`config.mk`:
```
export PLATFORM = sky130hd
export DESIGN_NAME = lru_key_value_cache
export DESIGN_NICKNAME = d
export VERILOG_FILES = /design/src/rtl/core/lkv_pkg.sv /design/src/rtl/core/lru_key_value_cache.sv
export SDC_FILE = /design/constraint.sdc
export NUM_CORES = 2
export LEC_CHECK = 0
export ABC_AREA = 1
export BUFFER_PORTS_ARGS = -buffer_cell sky130_fd_sc_hd__buf_4
export CAP_MARGIN = 15
export CORE_ASPECT_RATIO = 0.6
export CORE_UTILIZATION = 44
export DETAILED_ROUTE_END_ITERATION = 10
export GPL_ROUTABILITY_DRIVEN = 0
export GPL_TIMING_DRIVEN = 1
export PLACE_DENSITY = 0.56
export SLEW_MARGIN = 5
export SYNTH_ARGS = -nofsm -noshare
export SYNTH_HDL_FRONTEND = slang
export SYNTH_SLANG_ARGS = --single-unit
```
`constraint.sdc`:
```
create_clock -name clock -period 13.4 [get_ports clock]
set_input_delay 2.01 -clock clock [delete_from_list [all_inputs] [get_ports clock]]
set_output_delay 2.01 -clock clock [all_outputs]
set_load 0.005 [all_outputs]
```
`src/rtl/core/lkv_pkg.sv`:
```
// shared types and constants of the lru key/value cache
// no dependencies; used by the top level and its checker

package lkv_pkg;

   localparam int FUNC_W      = 2;
   localparam int KEY_W       = 32;
   localparam int VALUE_W     = 32;
   localparam int CNT_W       = 32;
   localparam int OCC_W       = 5;
   localparam int CAP_W       = 5;
   localparam int DEF_ENTRIES = 16;

   localparam logic [CAP_W-1:0] CAP_RESET = CAP_W'(16);

   // request operation codes
   localparam logic [FUNC_W-1:0] FUNC_PUT   = 2'd0;
   localparam logic [FUNC_W-1:0] FUNC_GET   = 2'd1;
   localparam logic [FUNC_W-1:0] FUNC_ERASE = 2'd2;

   typedef enum logic [1:0] {
      ST_IDLE,
      ST_SEARCH,
      ST_APPLY
   } state_type;

   typedef struct packed {
      logic [FUNC_W-1:0]  func;
      logic [KEY_W-1:0]   key;
      logic [VALUE_W-1:0] value;
   } req_type;

   typedef struct packed {
      logic               found;
      logic [VALUE_W-1:0] read_value;
      logic               evicted;
      logic [OCC_W-1:0]   occupancy;
      logic [CNT_W-1:0]   hit_total;
      logic [CNT_W-1:0]   miss_total;
      logic [CNT_W-1:0]   eviction_total;
   } rsp_type;

endpackage

```
`src/rtl/core/lru_key_value_cache.sv`:
```
// fully associative key/value cache with least-recently-used replacement
// depends on lkv_pkg for the transaction types, codes and defaults
//
//  channel  direction  handshake            payload
//  req_     in         req_valid/req_stall  lkv_pkg::req_type (func, key, value)
//  rsp_     out        rsp_valid/rsp_stall  lkv_pkg::rsp_type (found .. eviction_total)
//  csr_     in         csr_we               csr_wdata = capacity_in_use
//
// each transaction is accepted, then its key is compared with the entries one a
// cycle through the single read port of the key and value memories with the one
// key comparator, then it is applied
// synchronous reset clears valid bits, ranks, occupancy and counters, and sets
// the capacity to 16; the key and value memories are not cleared
// the result sits in an output register, so a stalled rsp_ side does not stop
// the next request from being accepted and scanned; only the apply step waits

module lru_key_value_cache #(
   parameter int ENTRIES = lkv_pkg::DEF_ENTRIES
) (
   input  logic                     clock,
   input  logic                     reset,
   input  logic                     req_valid,
   output logic                     req_stall,
   input  lkv_pkg::req_type         req_data,
   output logic                     rsp_valid,
   input  logic                     rsp_stall,
   output lkv_pkg::rsp_type         rsp_data,
   input  logic                     csr_we,
   input  logic [lkv_pkg::CAP_W-1:0] csr_wdata
);

   // slot index and rank width
   localparam int IW = $clog2(ENTRIES);
   // occupancy count width, holds ENTRIES itself
   localparam int CW = $clog2(ENTRIES + 1);
   // width for capacity compares
   localparam int MW = (CW > lkv_pkg::CAP_W) ? CW : lkv_pkg::CAP_W;
   // scan counter width, holds ENTRIES itself
   localparam int SW = IW + 1;
   localparam logic [SW-1:0] SCAN_LAST = SW'(ENTRIES);

   localparam int VW = lkv_pkg::VALUE_W;
   localparam int KW = lkv_pkg::KEY_W;
   localparam int NW = lkv_pkg::CNT_W;

   // results of the scan, gathered one entry per cycle
   typedef struct packed {
      logic          hit_fnd;
      logic [IW-1:0] hit_slot;
      logic [IW-1:0] hit_rank;
      logic [VW-1:0] hit_val;
      logic          old_fnd;
      logic [IW-1:0] old_slot;
      logic [IW-1:0] old_rank;
      logic          free_fnd;
      logic [IW-1:0] free_slot;
   } track_type;

   function automatic logic [NW-1:0] sat_inc(input logic [NW-1:0] c);
      return (c == '1) ? c : NW'(c + 1'b1);
   endfunction

   // sequencer
   lkv_pkg::state_type state_ff, state_in;
   logic                accept;
   logic                searching;
   logic                apply_fire;

   logic [SW-1:0] scan_ff, scan_in;
   logic [IW-1:0] rd_addr;
   logic          pipe_vld_ff, pipe_vld_in;
   logic [IW-1:0] pipe_idx_ff;

   lkv_pkg::req_type req_ff;

   // entry storage
   logic [KW-1:0] key_mem_ff   [ENTRIES];
   logic [VW-1:0] value_mem_ff [ENTRIES];
   logic [KW-1:0] key_rd_ff;
   logic [VW-1:0] value_rd_ff;
   logic          key_we, val_we;
   logic [IW-1:0] wr_addr;

   logic [ENTRIES-1:0] valid_ff, valid_in;
   logic [IW-1:0]      rank_ff [ENTRIES];
   logic [IW-1:0]      rank_in [ENTRIES];

   logic [CW-1:0] count_ff, count_in;
   logic [NW-1:0] hit_cnt_ff, hit_cnt_in;
   logic [NW-1:0] miss_cnt_ff, miss_cnt_in;
   logic [NW-1:0] evict_cnt_ff, evict_cnt_in;
   logic [lkv_pkg::CAP_W-1:0] cap_ff;

   track_type track_ff, track_in;
   logic          scan_vld;
   logic [IW-1:0] scan_rank;

   // apply step
   logic [MW-1:0] cap_w, ent_w, eff_cap, occ_w;
   logic          need_evict;
   logic [IW-1:0] ins_slot;

   lkv_pkg::rsp_type rsp_ff, rsp_in;
   logic             rsp_valid_ff, rsp_valid_in;

   // ---------------------------------------------------------------
   // state machine
   // ---------------------------------------------------------------
   always_comb begin
      state_in = state_ff;
      unique case (state_ff)
         lkv_pkg::ST_IDLE: begin
            if (req_valid) state_in = lkv_pkg::ST_SEARCH;
         end
         lkv_pkg::ST_SEARCH: begin
            if (scan_ff == SCAN_LAST) state_in = lkv_pkg::ST_APPLY;
         end
         lkv_pkg::ST_APPLY: begin
            // wait for the output register to empty
            if (!(rsp_valid_ff && rsp_stall)) state_in = lkv_pkg::ST_IDLE;
         end
         default: state_in = lkv_pkg::ST_IDLE;
      endcase
   end

   always_comb begin
      req_stall  = 1'b1;
      searching  = 1'b0;
      apply_fire = 1'b0;
      unique case (state_ff)
         lkv_pkg::ST_IDLE:   req_stall  = 1'b0;
         lkv_pkg::ST_SEARCH: searching  = 1'b1;
         lkv_pkg::ST_APPLY:  apply_fire = !(rsp_valid_ff && rsp_stall);
         default: ;
      endcase
   end

   assign accept = req_valid && !req_stall;

   always_ff @(posedge clock) begin
      if (reset) begin
         state_ff <= lkv_pkg::ST_IDLE;
      end else begin
         state_ff <= state_in;
      end
   end

   // ---------------------------------------------------------------
   // scan: address issued one cycle, data compared the next
   // ---------------------------------------------------------------
   assign rd_addr     = scan_ff[IW-1:0];
   assign scan_in     = accept ? '0 : (searching ? SW'(scan_ff + 1'b1) : scan_ff);
   assign pipe_vld_in = searching && (scan_ff < SCAN_LAST);

   always_ff @(posedge clock) begin
      if (reset) begin
         scan_ff     <= '0;
         pipe_vld_ff <= 1'b0;
      end else begin
         scan_ff     <= scan_in;
         pipe_vld_ff <= pipe_vld_in;
      end
   end

   always_ff @(posedge clock) begin
      pipe_idx_ff <= rd_addr;
      if (accept) req_ff <= req_data;
   end

   // key and value memories, one write and one registered read port each
   always_ff @(posedge clock) begin
      if (key_we) key_mem_ff[wr_addr] <= req_ff.key;
      if (val_we) value_mem_ff[wr_addr] <= req_ff.value;
      key_rd_ff   <= key_mem_ff[rd_addr];
      value_rd_ff <= value_mem_ff[rd_addr];
   end

   assign scan_vld  = valid_ff[pipe_idx_ff];
   assign scan_rank = rank_ff[pipe_idx_ff];

   // hit, least recent and first free slot, gathered as entries stream by
   always_comb begin
      track_in = track_ff;
      if (accept) begin
         track_in.hit_fnd  = 1'b0;
         track_in.old_fnd  = 1'b0;
         track_in.free_fnd = 1'b0;
      end else if (pipe_vld_ff) begin
         if (scan_vld && (key_rd_ff == req_ff.key) && !track_ff.hit_fnd) begin
            track_in.hit_fnd  = 1'b1;
            track_in.hit_slot = pipe_idx_ff;
            track_in.hit_rank = scan_rank;
            track_in.hit_val  = value_rd_ff;
         end
         // first slot wins on equal ranks
         if (scan_vld && (!track_ff.old_fnd || (scan_rank > track_ff.old_rank))) begin
            track_in.old_fnd  = 1'b1;
            track_in.old_slot = pipe_idx_ff;
            track_in.old_rank = scan_rank;
         end
         if (!scan_vld && !track_ff.free_fnd) begin
            track_in.free_fnd  = 1'b1;
            track_in.free_slot = pipe_idx_ff;
         end
      end
   end

   // only the found flags are reset; slots, ranks and value follow them
   always_ff @(posedge clock) begin
      if (reset) begin
         track_ff.hit_fnd  <= 1'b0;
         track_ff.old_fnd  <= 1'b0;
         track_ff.free_fnd <= 1'b0;
      end else begin
         track_ff.hit_fnd  <= track_in.hit_fnd;
         track_ff.old_fnd  <= track_in.old_fnd;
         track_ff.free_fnd <= track_in.free_fnd;
      end
      track_ff.hit_slot  <= track_in.hit_slot;
      track_ff.hit_rank  <= track_in.hit_rank;
      track_ff.hit_val   <= track_in.hit_val;
      track_ff.old_slot  <= track_in.old_slot;
      track_ff.old_rank  <= track_in.old_rank;
      track_ff.free_slot <= track_in.free_slot;
   end

   // ---------------------------------------------------------------
   // apply: update valid bits, ranks, counters and build the result
   // ---------------------------------------------------------------
   // capacity zero acts as one, above ENTRIES acts as ENTRIES
   assign cap_w   = MW'(cap_ff);
   assign ent_w   = MW'(ENTRIES);
   assign eff_cap = (cap_ff == '0) ? MW'(1) : ((cap_w > ent_w) ? ent_w : cap_w);

   assign need_evict = (MW'(count_ff) >= eff_cap);

   // evicted slot is reused unless a lower free slot exists
   assign ins_slot = !need_evict ? track_ff.free_slot :
                     ((track_ff.free_fnd && (track_ff.free_slot < track_ff.old_slot)) ?
                      track_ff.free_slot : track_ff.old_slot);

   always_comb begin
      valid_in     = valid_ff;
      rank_in      = rank_ff;
      count_in     = count_ff;
      hit_cnt_in   = hit_cnt_ff;
      miss_cnt_in  = miss_cnt_ff;
      evict_cnt_in = evict_cnt_ff;
      key_we       = 1'b0;
      val_we       = 1'b0;
      wr_addr      = track_ff.hit_slot;
      rsp_in.found      = 1'b0;
      rsp_in.read_value = '0;
      rsp_in.evicted    = 1'b0;

      unique case (req_ff.func)
         lkv_pkg::FUNC_PUT: begin
            if (track_ff.hit_fnd) begin
               // update in place and make most recent
               val_we       = apply_fire;
               rsp_in.found = 1'b1;
               for (int i = 0; i < ENTRIES; i++) begin
                  if (valid_ff[i] && (rank_ff[i] < track_ff.hit_rank))
                     rank_in[i] = IW'(rank_ff[i] + 1'b1);
                  if (IW'(i) == track_ff.hit_slot) rank_in[i] = '0;
               end
            end else begin
               // insert as most recent, dropping the least recent if full
               key_we  = apply_fire;
               val_we  = apply_fire;
               wr_addr = ins_slot;
               for (int i = 0; i < ENTRIES; i++) begin
                  if (need_evict && (IW'(i) == track_ff.old_slot)) begin
                     valid_in[i] = 1'b0;
                     rank_in[i]  = '0;
                  end else if (valid_ff[i]) begin
                     rank_in[i] = IW'(rank_ff[i] + 1'b1);
                  end
                  if (IW'(i) == ins_slot) begin
                     valid_in[i] = 1'b1;
                     rank_in[i]  = '0;
                  end
               end
               if (need_evict) begin
                  evict_cnt_in   = sat_inc(evict_cnt_ff);
                  rsp_in.evicted = 1'b1;
               end else begin
                  count_in = CW'(count_ff + 1'b1);
               end
            end
         end
         lkv_pkg::FUNC_GET: begin
            if (track_ff.hit_fnd) begin
               hit_cnt_in        = sat_inc(hit_cnt_ff);
               rsp_in.found      = 1'b1;
               rsp_in.read_value = track_ff.hit_val;
               for (int i = 0; i < ENTRIES; i++) begin
                  if (valid_ff[i] && (rank_ff[i] < track_ff.hit_rank))
                     rank_in[i] = IW'(rank_ff[i] + 1'b1);
                  if (IW'(i) == track_ff.hit_slot) rank_in[i] = '0;
               end
            end else begin
               miss_cnt_in = sat_inc(miss_cnt_ff);
            end
         end
         lkv_pkg::FUNC_ERASE: begin
            if (track_ff.hit_fnd) begin
               // remove and close the gap behind it
               rsp_in.found = 1'b1;
               count_in     = CW'(count_ff - 1'b1);
               for (int i = 0; i < ENTRIES; i++) begin
                  if (valid_ff[i] && (rank_ff[i] > track_ff.hit_rank))
                     rank_in[i] = IW'(rank_ff[i] - 1'b1);
                  if (IW'(i) == track_ff.hit_slot) begin
                     valid_in[i] = 1'b0;
                     rank_in[i]  = '0;
                  end
               end
            end
         end
         default: ; // unused code: nothing changes
      endcase

      occ_w                 = MW'(count_in);
      rsp_in.occupancy      = occ_w[lkv_pkg::OCC_W-1:0];
      rsp_in.hit_total      = hit_cnt_in;
      rsp_in.miss_total     = miss_cnt_in;
      rsp_in.eviction_total = evict_cnt_in;
   end

   always_ff @(posedge clock) begin
      if (reset) begin
         valid_ff     <= '0;
         count_ff     <= '0;
         hit_cnt_ff   <= '0;
         miss_cnt_ff  <= '0;
         evict_cnt_ff <= '0;
         for (int i = 0; i < ENTRIES; i++) rank_ff[i] <= '0;
      end else if (apply_fire) begin
         valid_ff     <= valid_in;
         rank_ff      <= rank_in;
         count_ff     <= count_in;
         hit_cnt_ff   <= hit_cnt_in;
         miss_cnt_ff  <= miss_cnt_in;
         evict_cnt_ff <= evict_cnt_in;
      end
   end

   // capacity register
   always_ff @(posedge clock) begin
      if (reset) begin
         cap_ff <= lkv_pkg::CAP_RESET;
      end else if (csr_we) begin
         cap_ff <= csr_wdata;
      end
   end

   // ---------------------------------------------------------------
   // output register
   // ---------------------------------------------------------------
   assign rsp_valid_in = apply_fire ? 1'b1 : (rsp_stall ? rsp_valid_ff : 1'b0);

   always_ff @(posedge clock) begin
      if (reset) begin
         rsp_valid_ff <= 1'b0;
      end else begin
         rsp_valid_ff <= rsp_valid_in;
      end
   end

   always_ff @(posedge clock) begin
      if (apply_fire) rsp_ff <= rsp_in;
   end

   assign rsp_valid = rsp_valid_ff;
   assign rsp_data  = rsp_ff;

endmodule

```
Word level (Yosys, flattened, before mapping). Memories as Yosys holds them, arrays and structs flattened. A register that Yosys moved wholly into a read port is not among the register bits. Cells that the tools add are included.

Bits in writable memories: 1024. Output and inout port bits: 137. Register bits: 455. Memories kept: 2. Input port bits: 76. Bits in read-only memories: 0. Word-level logic and storage cells: 593. Bits in latches: 0.

Memory list: key_mem_ff (words 16, bits a word 32, read ports 1, clocked after memory_dff 1, wr ports 1, line lru_key_value_cache.sv:77) `logic [KW-1:0] key_mem_ff [ENTRIES];`; value_mem_ff (words 16, bits a word 32, read ports 1, clocked after memory_dff 1, wr ports 1, line lru_key_value_cache.sv:78) `logic [VW-1:0] value_mem_ff [ENTRIES];`.

Bitwise logic cells: 3. $mul: 0. Equality and inequality tests: 125. Shift-type cells: 0. Muxes and demuxes: 212. Reduce and logical (&&, ||, !) cells: 113. Add/sub/neg operators: 38. Divide/modulo/power cells: 0. $lt $le $gt $ge: 39.

Operator list (count): $mux 4 (118); $mux 32 (10); $mux 64 (3); $pmux 64 s3 (1); $reduce_and 6->1 (32); $add 32x1->32 const B (3); $eq 32x32->1 const B (3); $eq 4x4->1 const A (24); $ne 3x3->1 const B (32); $ne 5x5->1 const B (16); $gt 4x4->1 (17); $lt 4x4->1 (17); $add 4x1->4 const B (16); $sub 4x1->4 const B (16); $mux 1 (63); $logic_and 1x1->1 (56); $eq 3x4->1 const A (12); $ne 2x2->1 const B (22); $mux 33 (1); $eq 32x32->1 (1); $mux 16 (2); $pmux 16 s2 (1); $mux 5 (5); $eq 2x4->1 const A (6); other kinds (30) (53).

Longest topological paths before layout.
Word-level depth: 9. Mapped depth: 19. Depth with buffers taken out: 19.

Worst setup path after synthesis. OpenSTA, ideal clock, no wires.

Kind: in2reg. Start point: input port rsp_stall. End point: register rsp_ff (netlist bit rsp_data[0]), enable pin. Library setup time: 0.552 ns. Arrival time: 6.162 ns. Stages: 4. Data required time: 12.848 ns. Path buffers: 1. Path slack: 6.686 ns. Path through: nand2_1 nand2_1 inv_2 clkbuf_1.

Longest elaborated chain between the ends: 3.

Ends and longest elaborated chain: start: declaration (line lru_key_value_cache.sv:26) `input logic rsp_stall,`; $logic_and 1x1->1 (line lru_key_value_cache.sv:133) `lkv_pkg::ST_APPLY: apply_fire = !(rsp_valid_ff && rsp_stall);`; $logic_not 1->1 (line lru_key_value_cache.sv:133); $mux 1 (line lru_key_value_cache.sv:130) `unique case (state_ff)`; via apply_fire (line lru_key_value_cache.sv:67) `logic apply_fire;`; end signal: assignment (line lru_key_value_cache.sv:372) `if (apply_fire) rsp_ff <= rsp_in;`; end: declaration (line lru_key_value_cache.sv:103) `lkv_pkg::rsp_type rsp_ff, rsp_in;`.

The timed path passes the listed nets, and every way through them passes these cells. A chain may end at the register's enable or synchronous reset.

Final worst setup path.
Start point: register cap_ff[0] (netlist name). End point: memory value_mem_ff[12][14] (netlist name), enable pin.

Longest elaborated chain between the ends: 7. Elaborated cells between the ends (all ways): 8. Classes of those cells: order compare (2); mux (5); reduce/logical (1).

Ends and longest elaborated chain: start: declaration (line lru_key_value_cache.sv:92) `logic [lkv_pkg::CAP_W-1:0] cap_ff;`; start signal: assignment (line lru_key_value_cache.sv:352) `cap_ff <= lkv_pkg::CAP_RESET;`; start signal: assignment (line lru_key_value_cache.sv:354) `cap_ff <= csr_wdata;`; $gt 5x5->1 (line lru_key_value_cache.sv:233) `assign eff_cap = (cap_ff == '0) ? MW'(1) : ((cap_w > ent_w) ? ent_w : cap_w);`; $mux 5 (line lru_key_value_cache.sv:233); $mux 5 (*) (line lru_key_value_cache.sv:233); $ge 5x5->1 (*) (line lru_key_value_cache.sv:235) `assign need_evict = (MW'(count_ff) >= eff_cap);`; $mux 4 (*) (line lru_key_value_cache.sv:238) `assign ins_slot = !need_evict ? track_ff.free_slot :`; $mux 4 (*) (line lru_key_value_cache.sv:258) `if (track_ff.hit_fnd) begin`; $mux 4 (*) (line lru_key_value_cache.sv:256) `unique case (req_ff.func)`; end: declaration (line lru_key_value_cache.sv:78).

Mark *: on every way between the ends. The rest lies on a longest branch, timed or not.

==> impl_metrics.yaml <==
logic_synthesis:
  synth-seq-cells: 1543
  synthFlopType: "edfxtp_1"
  synth-async-reset-ratio_pct: 0
  syn_inst: 6722
  synth_warnings: 0
  syn-num-nets: 6917
  yosysSeqAreaShare_pct: 63.5
  netlist_area_um2: 68700
  avgSynthCellArea_um2: 10.2
  synth_edf_count: 1277
  yosysUniqueCellTypes: 55
global_route:
  grt_first_pass_wirelength_um: 304000
  first_global_vias: 46100
  antenna_found_initial: 7
  grt_util_all_layers_pct: 25.6
  grt_max_degree: 218
  overflow: 0
cts:
  clockRootBuffer: "clkbuf_16"
  post_cts.resized_instances: 0
  clkTransAtPathRegs_ns: 0.07
  cts_max_level: 4
  clockBufferDepth: 3
  numClockSinks: 1543
  cts_buffers: 147
  insertion_delay_ns: 0.80
  cts_tree: "yes"
  hold_buffers: 0
  cts_setup_buffers: 0
routing:
  via_per_inst: 5.65
  firstDrtPassIters: 6
  num_vias: 50900
  antenna_left: 0
  initialDrtViolationCount: 6842
  drc_errors: 0
  wl_per_cell_um: 22.9
  wl_um: 206000
worst_setup_path:
  ff2ff_setup_slack_ns: 8.75
  reg2reg_to: "value_mem_ff[12][14]$_DFFE_PP_"
  r2r-start: "cap_ff[0]$_SDFFE_PP0P_"
  end_kind: "flip-flop"
  cp_common_cell: "nand2_1"
  cp.arrival_ns: 5.05
  r2r_cells: 13
  critical_path.max_stage_delay_ns: 1.07
  start_kind: "flip-flop"
  crit_fanout: 32
  required_ns: 13.80
  critPathSlowestCell: "nor2_4"
  crit_end: "value_mem_ff[12][14]$_DFFE_PP_"
  crit_chain: "or4_1 > nand2_1 > nand2_1 > ha_1 > nand2_1 > nand2_1 > nand2_1 > nand3_4 > nand3_1 > nand2_2 > o21ai_1 > nand3_1 > nor2_4"
  path_class: "reg2reg"
  startpoint: "cap_ff[0]$_SDFFE_PP0P_"
layout:
  n_fill_cell: 13700
  final_nets: 7038
  syn2layout_area_growth_pct: 13.0
  drive_above_1_share_pct: 9.68
  fin_area_um2: 77600
sta:
  worst_slew_pin_slew_ns: 1.24
  max_clock_freq_mhz: 215
  hold_viol: 0
  min_period_ns: 4.65
  maxSlewViolCount: 0
  hold_slack_ns: 0.392
  max_slew_margin_pct: 17.2
  finalSetupTns_ns: 0
  setup_viol: 0
  rsz0062_at_grt: "no"
  fin_crit_sh_pct: 34.7
  clock_skew_ns: 0.0240
pwr:
  p_sw_share_pct: 22.2
  seqPwrFrac_pct: 52.3
  p_total_mw: 10.1
  p_switching_mw: 2.24
  leakagePower_nw: 29.2
  combPwrFrac_pct: 4.1
  p_int_mw: 7.86
  clockPowerShare_pct: 43.7
  ir_drop_uv: 141
  p_per_area_nw_per_um2: 130
floorplan:
  rows: 111
  dieArea_um2: 158000
  io_pins: 213
  initial_utilization_pct: 44.7
  core_area_um2: 154000
  die_w_um: 512
  die_h_um: 308
flow_run:
  cap_viol_max_count: 0
min_path:
  hold_class: "reg2reg"
  worstHoldStart: "value_rd_ff[25]$_DFF_P_"
placement:
  place_area_um2: 72600
  place_hpwl_um: 128000
  io_buffers: 212
outcome:
  status: "finished, final reports clean"
worst min path at each step:
stage,end,slack [ns],depth (start not counted)
finish,track_ff[39]$_DFFE_PP_,0.39,0
global route,track_ff[39]$_DFFE_PP_,0.39,0
CTS,track_ff[39]$_DFFE_PP_,0.39,0
detailed placement,track_ff[14]$_DFFE_PP_,0.39,0
global placement,track_ff[42]$_DFFE_PP_,0.39,0
floorplan,pipe_idx_ff[1]$_DFF_P_,0.35,0
cells in the final DEF (no fill, tap or decap), types with 27 or more instances in the layout:
| cell | Yosys | layout |
|---|---|---|
| edfxtp_1 | 1277 | 1277 |
| nor2_1 | 1138 | 1122 |
| nand2_1 | 824 | 822 |
| o21ai_0 | 704 | 704 |
| inv_1 | 585 | 582 |
| nand3_1 | 473 | 473 |
| buf_4 | 3 | 293 |
| dfxtp_1 | 266 | 262 |
| a21oi_1 | 219 | 219 |
| o22ai_1 | 156 | 156 |
| clkbuf_16 | 0 | 154 |
| ha_1 | 119 | 117 |
| o221ai_1 | 103 | 103 |
| xor2_1 | 90 | 90 |
| nand4_1 | 73 | 73 |
| o211ai_1 | 62 | 62 |
| nor3_1 | 58 | 41 |
| xnor2_1 | 37 | 37 |
| clkbuf_1 | 273 | 35 |
| o21ai_1 | 28 | 28 |
| a41oi_1 | 27 | 27 |
final cells by class:
type	instances	area (um^2)	share of cell area (%)
Sequential cell	1543	43700	56.3
Multi-Input combinational cell	4240	21700	28.0
Clock buffer	201	4150	5.35
Tap cell	2034	2540	3.28
Inverter	614	2340	3.02
Timing Repair Buffer	297	2270	2.93
Clock inverter	70	893	1.15
Antenna cell	5	12.5	0.0161
synthesized netlist by cell type, drive strengths merged, types with 4 or more instances:
master / number / area, um^2
o211ai: 63 / 478
nor3: 66 / 377
a31oi: 8 / 50.1
clkbuf: 273 / 1020
nor2: 1155 / 4410
ha: 119 / 1490
buf: 52 / 246
o21bai: 12 / 90.1
xor2: 90 / 788
inv: 610 / 2290
o221ai: 103 / 902
nand4: 74 / 469
nand2: 849 / 3260
clkinv: 4 / 15.0
xnor2: 37 / 324
a41oi: 27 / 236
nand3: 492 / 2570
o22ai: 156 / 976
or2: 5 / 31.3
a21oi: 220 / 1100
o31ai: 6 / 45.0
o21ai: 733 / 3670
dfxtp: 266 / 5330
nor4: 11 / 75.1
edfxtp: 1277 / 38300
metal layers:
metal  global-route usage [%]  part of all wire, %  vias to the layer above
li1                         -                    -                    23700
met1                     42.2                   50                    24500
met2                     32.1                   37                     2407
met3                     6.78                   11                      231
met4                     6.22                  1.9                        2
met5                    0.518                0.053                        -
power groups by stage:
stage	registers [mW]	clock network [mW]	logic, mW
finish	5.28	4.41	0.410
global placement	5.38	0	0.402
detailed placement	5.38	0	0.402
global route	5.28	4.66	0.447
CTS	5.28	4.49	0.403
floorplan	5.35	0	0.257
worst max-delay path: cells and delay by family (launching register included):
family | cells | cell delay (ns)
adders and majority gates | 1 | 0.29
AOI/OAI and AO/OA | 1 | 0.55
DFF | 1 | 0.31
and+or+nand+nor | 11 | 3.09
per-stage QoR:
stage                     setup WS, ns  utilization, %  cells
after floorplan                   6.69               -   6722
after global placement            8.24            47.2   8728
after detailed placement          8.20            47.2   8728
after CTS                         8.77            50.4   8999
after global routing              8.50            50.4   9002
final                             8.75            50.4   9004
flip-flops by register name, indices dropped and copies added (netlist names), 16 cells and up:
signal,count
evict_cnt_ff,32
hit_cnt_ff,32
key_mem_ff,512
key_rd_ff,32
miss_cnt_ff,32
rank_ff,64
req_ff,66
rsp_data,135
track_ff,55
valid_ff,16
value_mem_ff,512
value_rd_ff,32
cells by family (layout without fill, tap and decap cells):
| family | after synthesis | count (layout) | synth area share, % |
|---|---|---|---|
| XOR/XNOR | 127 | 127 | 1.62 |
| adder cells (fa/ha/maj) | 119 | 119 | 2.17 |
| AO/OA/AOI/OAI | 1335 | 1335 | 11.1 |
| AND/OR/NAND/NOR | 2659 | 2659 | 16.4 |
| buffers and inverters | 939 | 1182 | 5.21 |
| other | 0 | 5 | 0 |
| flip-flops | 1543 | 1543 | 63.5 |
Power figures use the tool's default switching activity.
